## config.mk

```make
export PLATFORM = sky130hd
export DESIGN_NAME = rpc_ctrl
export DESIGN_NICKNAME = d
export VERILOG_FILES = /design/src/hdl/rpc_pkg.sv /design/src/hdl/rpc_ctrl.sv
export SDC_FILE = /design/constraint.sdc
export NUM_CORES = 1
export LEC_CHECK = 0
export ABC_AREA = 1
export BUFFER_PORTS_ARGS = -buffer_cell sky130_fd_sc_hd__clkbuf_2
export CAP_MARGIN = 40
export CORE_MARGIN = 3
export CORE_UTILIZATION = 41
export DETAILED_ROUTE_END_ITERATION = 7
export PLACE_DENSITY = 0.66
export SLEW_MARGIN = 20
export SYNTH_ARGS = -nofsm -noshare
export SYNTH_HDL_FRONTEND = slang
export SYNTH_SLANG_ARGS = --single-unit
```

## constraint.sdc

```tcl
create_clock -name clk -period 2.6 [get_ports clk]
set_clock_uncertainty 0.15 [all_clocks]
set_input_delay 0.52 -clock clk [delete_from_list [all_inputs] [get_ports clk]]
set_output_delay 0.52 -clock clk [all_outputs]
set_load 0.01 [all_outputs]
```

## src/hdl/rpc_pkg.sv

```systemverilog
package rpc_pkg;

  // default sizing
  localparam int DEF_MAX_ROOMS = 8;
  localparam int DEF_MAX_VERTS = 16;

  // stream widths
  localparam int S_TDATA_W = 80;
  localparam int M_TDATA_W = 88;

  // configuration port
  localparam int CFG_INDEX_W = 3;
  localparam int CFG_DATA_W  = 31;

  localparam logic [CFG_INDEX_W-1:0] CFG_ROOM_WIDTH   = 3'd0;
  localparam logic [CFG_INDEX_W-1:0] CFG_ROOM_HEIGHT  = 3'd1;
  localparam logic [CFG_INDEX_W-1:0] CFG_EDGE_MARGIN  = 3'd2;
  localparam logic [CFG_INDEX_W-1:0] CFG_FULL_DIST    = 3'd3;
  localparam logic [CFG_INDEX_W-1:0] CFG_ROOMS_IN_USE = 3'd4;

  localparam logic [30:0] RST_ROOM_WIDTH  = 31'd655360;
  localparam logic [30:0] RST_ROOM_HEIGHT = 31'd655360;
  localparam logic [30:0] RST_EDGE_MARGIN = 31'd0;
  localparam logic [30:0] RST_FULL_DIST   = 31'd196608;

  // command codes
  localparam logic [1:0] CMD_WR_VERT  = 2'd0;
  localparam logic [1:0] CMD_WR_ROOM  = 2'd1;
  localparam logic [1:0] CMD_CLASSIFY = 2'd2;

  // last iteration index of the root and divide loops
  localparam logic [4:0] SQRT_LAST = 5'd31;
  localparam logic [4:0] DIV_LAST  = 5'd15;

  typedef enum logic [4:0] {
    OP_NONE,
    OP_CLAMP,
    OP_ROOM_SKIP,
    OP_ROOM_OPEN,
    OP_WAIT0,
    OP_FIRST,
    OP_EDGE,
    OP_MUL_A,
    OP_MUL_B,
    OP_CMP,
    OP_MATCH,
    OP_DIFF,
    OP_SQX,
    OP_SQY,
    OP_SUM,
    OP_SQRT,
    OP_DCHK,
    OP_DIV,
    OP_OUT
  } dp_op_t;

  typedef struct packed {
    logic   accept;
    dp_op_t op;
  } dp_cmd_t;

  typedef struct packed {
    logic classify;
    logic clamp_hit;
    logic room_done;
    logic small_room;
    logic edge_last;
    logic in_poly;
    logic far;
    logic iter_last;
    logic dist_far;
    logic out_free;
  } dp_status_t;

  typedef enum logic [4:0] {
    ST_IDLE,
    ST_CLAMP,
    ST_ROOM,
    ST_WAIT0,
    ST_FIRST,
    ST_EDGE,
    ST_MUL_A,
    ST_MUL_B,
    ST_CMP,
    ST_END,
    ST_DIFF,
    ST_CHK,
    ST_SQX,
    ST_SQY,
    ST_SUM,
    ST_SQRT,
    ST_DCHK,
    ST_DIV,
    ST_OUT
  } ctrl_state_t;

endpackage

```

## src/hdl/rpc_ctrl.sv

```systemverilog
module rpc_ctrl (
  input  logic                clk,
  input  logic                rst,
  input  logic                s_tvalid,
  output logic                s_tready,
  input  rpc_pkg::dp_status_t status,
  output rpc_pkg::dp_cmd_t    cmd
);
  import rpc_pkg::*;

  ctrl_state_t state, state_next;

  // state register
  always_ff @(posedge clk) begin
    if (rst) begin
      state <= ST_IDLE;
    end else begin
      state <= state_next;
    end
  end

  // next state and datapath commands
  always_comb begin
    state_next = state;
    cmd.op     = OP_NONE;
    cmd.accept = 1'b0;
    s_tready   = 1'b0;
    case (state)
      ST_IDLE: begin
        s_tready   = 1'b1;
        cmd.accept = s_tvalid;
        if (s_tvalid && status.classify) begin
          state_next = ST_CLAMP;
        end
      end
      ST_CLAMP: begin
        cmd.op     = OP_CLAMP;
        state_next = status.clamp_hit ? ST_OUT : ST_ROOM;
      end
      ST_ROOM: begin
        if (status.room_done) begin
          state_next = ST_OUT;
        end else if (status.small_room) begin
          cmd.op = OP_ROOM_SKIP;
        end else begin
          cmd.op     = OP_ROOM_OPEN;
          state_next = ST_WAIT0;
        end
      end
      ST_WAIT0: begin
        cmd.op     = OP_WAIT0;
        state_next = ST_FIRST;
      end
      ST_FIRST: begin
        cmd.op     = OP_FIRST;
        state_next = ST_EDGE;
      end
      ST_EDGE: begin
        cmd.op     = OP_EDGE;
        state_next = ST_MUL_A;
      end
      ST_MUL_A: begin
        cmd.op     = OP_MUL_A;
        state_next = ST_MUL_B;
      end
      ST_MUL_B: begin
        cmd.op     = OP_MUL_B;
        state_next = ST_CMP;
      end
      ST_CMP: begin
        cmd.op     = OP_CMP;
        state_next = status.edge_last ? ST_END : ST_EDGE;
      end
      ST_END: begin
        if (status.in_poly) begin
          cmd.op     = OP_MATCH;
          state_next = ST_DIFF;
        end else begin
          cmd.op     = OP_ROOM_SKIP;
          state_next = ST_ROOM;
        end
      end
      ST_DIFF: begin
        cmd.op     = OP_DIFF;
        state_next = ST_CHK;
      end
      ST_CHK: begin
        state_next = status.far ? ST_OUT : ST_SQX;
      end
      ST_SQX: begin
        cmd.op     = OP_SQX;
        state_next = ST_SQY;
      end
      ST_SQY: begin
        cmd.op     = OP_SQY;
        state_next = ST_SUM;
      end
      ST_SUM: begin
        cmd.op     = OP_SUM;
        state_next = ST_SQRT;
      end
      ST_SQRT: begin
        cmd.op = OP_SQRT;
        if (status.iter_last) begin
          state_next = ST_DCHK;
        end
      end
      ST_DCHK: begin
        cmd.op     = OP_DCHK;
        state_next = status.dist_far ? ST_OUT : ST_DIV;
      end
      ST_DIV: begin
        cmd.op = OP_DIV;
        if (status.iter_last) begin
          state_next = ST_OUT;
        end
      end
      ST_OUT: begin
        if (status.out_free) begin
          cmd.op     = OP_OUT;
          state_next = ST_IDLE;
        end
      end
      default: begin
        state_next = ST_IDLE;
      end
    endcase
  end

endmodule

```

==> impl_metrics.json <==
{
  "r2r_start": "state[4]",
  "dp_slack_ns": 0.526,
  "endpoint_kind": "output port",
  "highest_layer": "met4",
  "dr_wl_met2_um": 834,
  "tns_ns": 0,
  "grt_max_degree": 11,
  "cts_buffers": 3,
  "rsz0062_at_grt": "no",
  "synthMuxAreaShare": 0,
  "synthSimpleGateAreaFrac": 0.650,
  "clock_path_buffers": 2,
  "synth-compound-area-share": 0.0810,
  "synth_area_leaders": "nand2_1 18%, dfxtp_1 15%, nand3_1 12%",
  "critical_path_class": "register to output port",
  "crit_start": "state[4]",
  "cp_max_fo": 10,
  "die_area_um2": 2180,
  "antennaDiodeCount": 0,
  "syn_to_final_growth_pct": 20.8,
  "largest_reg_flops": 5,
  "dr_wl_met3_um": 154,
  "die_x_um": 46.7,
  "yosysMostFrequentCell": "nand2_1",
  "run_status": "complete, no violations",
  "syn_avg_cell_area_um2": 5.35,
  "clkLatencyLatePin_ns": 0.24,
  "synth_top_cells_by_count": "32 x nand2_1, 17 x nor2_1, 16 x inv_1, 16 x nand3_1, 7 x nor3_1",
  "layout-drive-gt1-share": 0.253,
  "start_util": 0.441,
  "synthesis.nets": 140,
  "worst_pin_slew_ns": 0.505,
  "yosys_warnings": 0,
  "timing.rr.end": "state[4]",
  "port_buffers": 19,
  "critPathLaunchType": "register",
  "post-route-min-period_ns": 2.39,
  "syn-cell-area_um2": 679,
  "place_congestion": 0.865,
  "critPathTopFamily": "simple AND/OR/NAND/NOR gates",
  "final.period_utilization": 0.921,
  "m1WireLength_um": 805,
  "worst_path_max_delay_cell": "dfxtp_1",
  "top_regs": "state x5",
  "cp.depth": 6,
  "arrival_ns": 1.72,
  "grt_pass1_wl_mm": 3.01,
  "cts_root_buf": "clkbuf_4",
  "dieHeight_um": 46.7,
  "drv_cap": 0,
  "rows": 14,
  "endpoint": "cmd[0]",
  "cts_max_level": 1,
  "first_pass_iters": 4,
  "synth_top_family_by_area": "simple AND/OR/NAND/NOR gates",
  "setup_violations": 0,
  "synth_edf_count": 0,
  "path_buf_inv": 1,
  "largest-register": "state",
  "synth_top_cell_area_share": 0.177,
  "clock.fmax_ghz": 0.418,
  "drt_iter0_drc": 44,
  "nets": 164,
  "syn_inst": 127,
  "crit_chain": "nor2_1 > nand2_1 > nand2_1 > nor3_1 > nand4_1 > clkbuf_2",
  "dp_hpwl_mm": 1.54,
  "postRouteAntennaNets": 0,
  "power_leakage_uw": 0.000499,
  "r2r.worst_path.cells": 7,
  "cts_tree": "built",
  "synth_top_area_cell": "nand2_1",
  "setup_slack_ns": 0.206,
  "cts_resized": 0,
  "antenna_found_initial": 0,
  "core_um2": 1540,
  "synth_top_flop_cell": "dfxtp_1",
  "final-hold-violation-count": 0,
  "synth_xor_area_frac": 0,
  "cp_data_required_time_ns": 1.93,
  "async_flop_share": 0,
  "cts.sinks": 5,
  "hold_class": "input port to register",
  "vias": 888,
  "grt.total_usage": 0.191,
  "crit_top_cell": "nand2_1",
  "cts_setup_buffers": 0,
  "synthAdderAreaFrac": 0,
  "ios": 20,
  "postCtsHoldBufs": 0,
  "grt-ovfl-total": 0,
  "ys_ff_latch": 5,
  "drt-total-wl_mm": 1.84,
  "p_per_area_nw_per_um2": 839,
  "viasPerCell": 5.35,
  "reg2reg_slack_ns": 0.96,
  "vdd_drop_max_v": 0.000438,
  "post_drt_wl_per_cell_um": 11.1,
  "path_clk_slew_ns": 0.04,
  "finalMaxSlewViolations": 0,
  "drcViolationCount": 0,
  "grt_pass1_vias": 760,
  "slew-limit-headroom": 0.661,
  "ys_types": 22,
  "seq_area_frac_synth": 0.147,
  "max_stage_delay_ns": 0.56
}
==> power by group <==
part	total, µW	internal [µW]	switching (µW)
clock	87.1	57.9	29.3
combinational	461	170	291
sequential	140	98.6	41.9
==> kinds of logic after synthesis <==
| group | Yosys count |
|---|---|
| AOI/OAI and AO/OA | 10 |
| buffers and inverters | 20 |
| DFF | 5 |
| and+or+nand+nor | 92 |
==> placed cells by master (no fill, tap or decap), types with 3 or more instances in the layout <==
| cell | count |
|---|---|
| a21oi_1 | 3 |
| clkbuf_2 | 19 |
| clkbuf_4 | 3 |
| dfxtp_1 | 5 |
| inv_1 | 16 |
| nand2_1 | 32 |
| nand2_2 | 5 |
| nand3_1 | 16 |
| nand4_1 | 5 |
| nor2_1 | 17 |
| nor2_2 | 4 |
| nor3_1 | 7 |
| o21ai_0 | 3 |
==> area by class of cell <==
type	count	area [µm²]
Multi-Input combinational cell	102	497
Sequential cell	5	100
Tap cell	16	20.0
Inverter	18	67.6
Timing Repair Buffer	21	110
Fill cell	171	721
Clock buffer	4	26.3
==> worst reg2reg max path: stages (launching register included) <==
cell and delay (ns):
dfxtp_1 0.56, inv_1 0.18, nand4_1 0.16, nand2_1 0.07, nor2_1 0.19, nand2_2 0.08, nor2_1 0.10, nor2_1 0.05
==> layer usage <==
layer,GRT usage,vias to the layer above
met5,0,-
met4,0.0773,0
met3,0.0430,7
met2,0.288,39
met1,0.260,381
li1,-,461
==> stage by stage <==
step / power, µW / instances / cell area, µm² / hold slack [ns] / util
floorplan: 473 / 127 / 679 / 0.361 / -
global placement: 598 / 162 / 795 / 0.392 / 0.515
detailed placement: 599 / 162 / 795 / 0.399 / 0.515
CTS: 691 / 166 / 821 / 0.297 / 0.532
global route: 770 / 166 / 821 / 0.296 / 0.532
finish: 689 / 166 / 821 / 0.306 / 0.532
==> worst min-delay path by stage <==
stage	startpoint	endpoint	cells past startpoint
after floorplan	state[1]	state[1]	2
after global placement	state[1]	state[1]	2
after detailed placement	state[1]	state[1]	2
after CTS	rst	state[1]	2
after global routing	rst	state[1]	2
final	rst	state[1]	2
No activity file was read; power rests on OpenSTA's default activity.
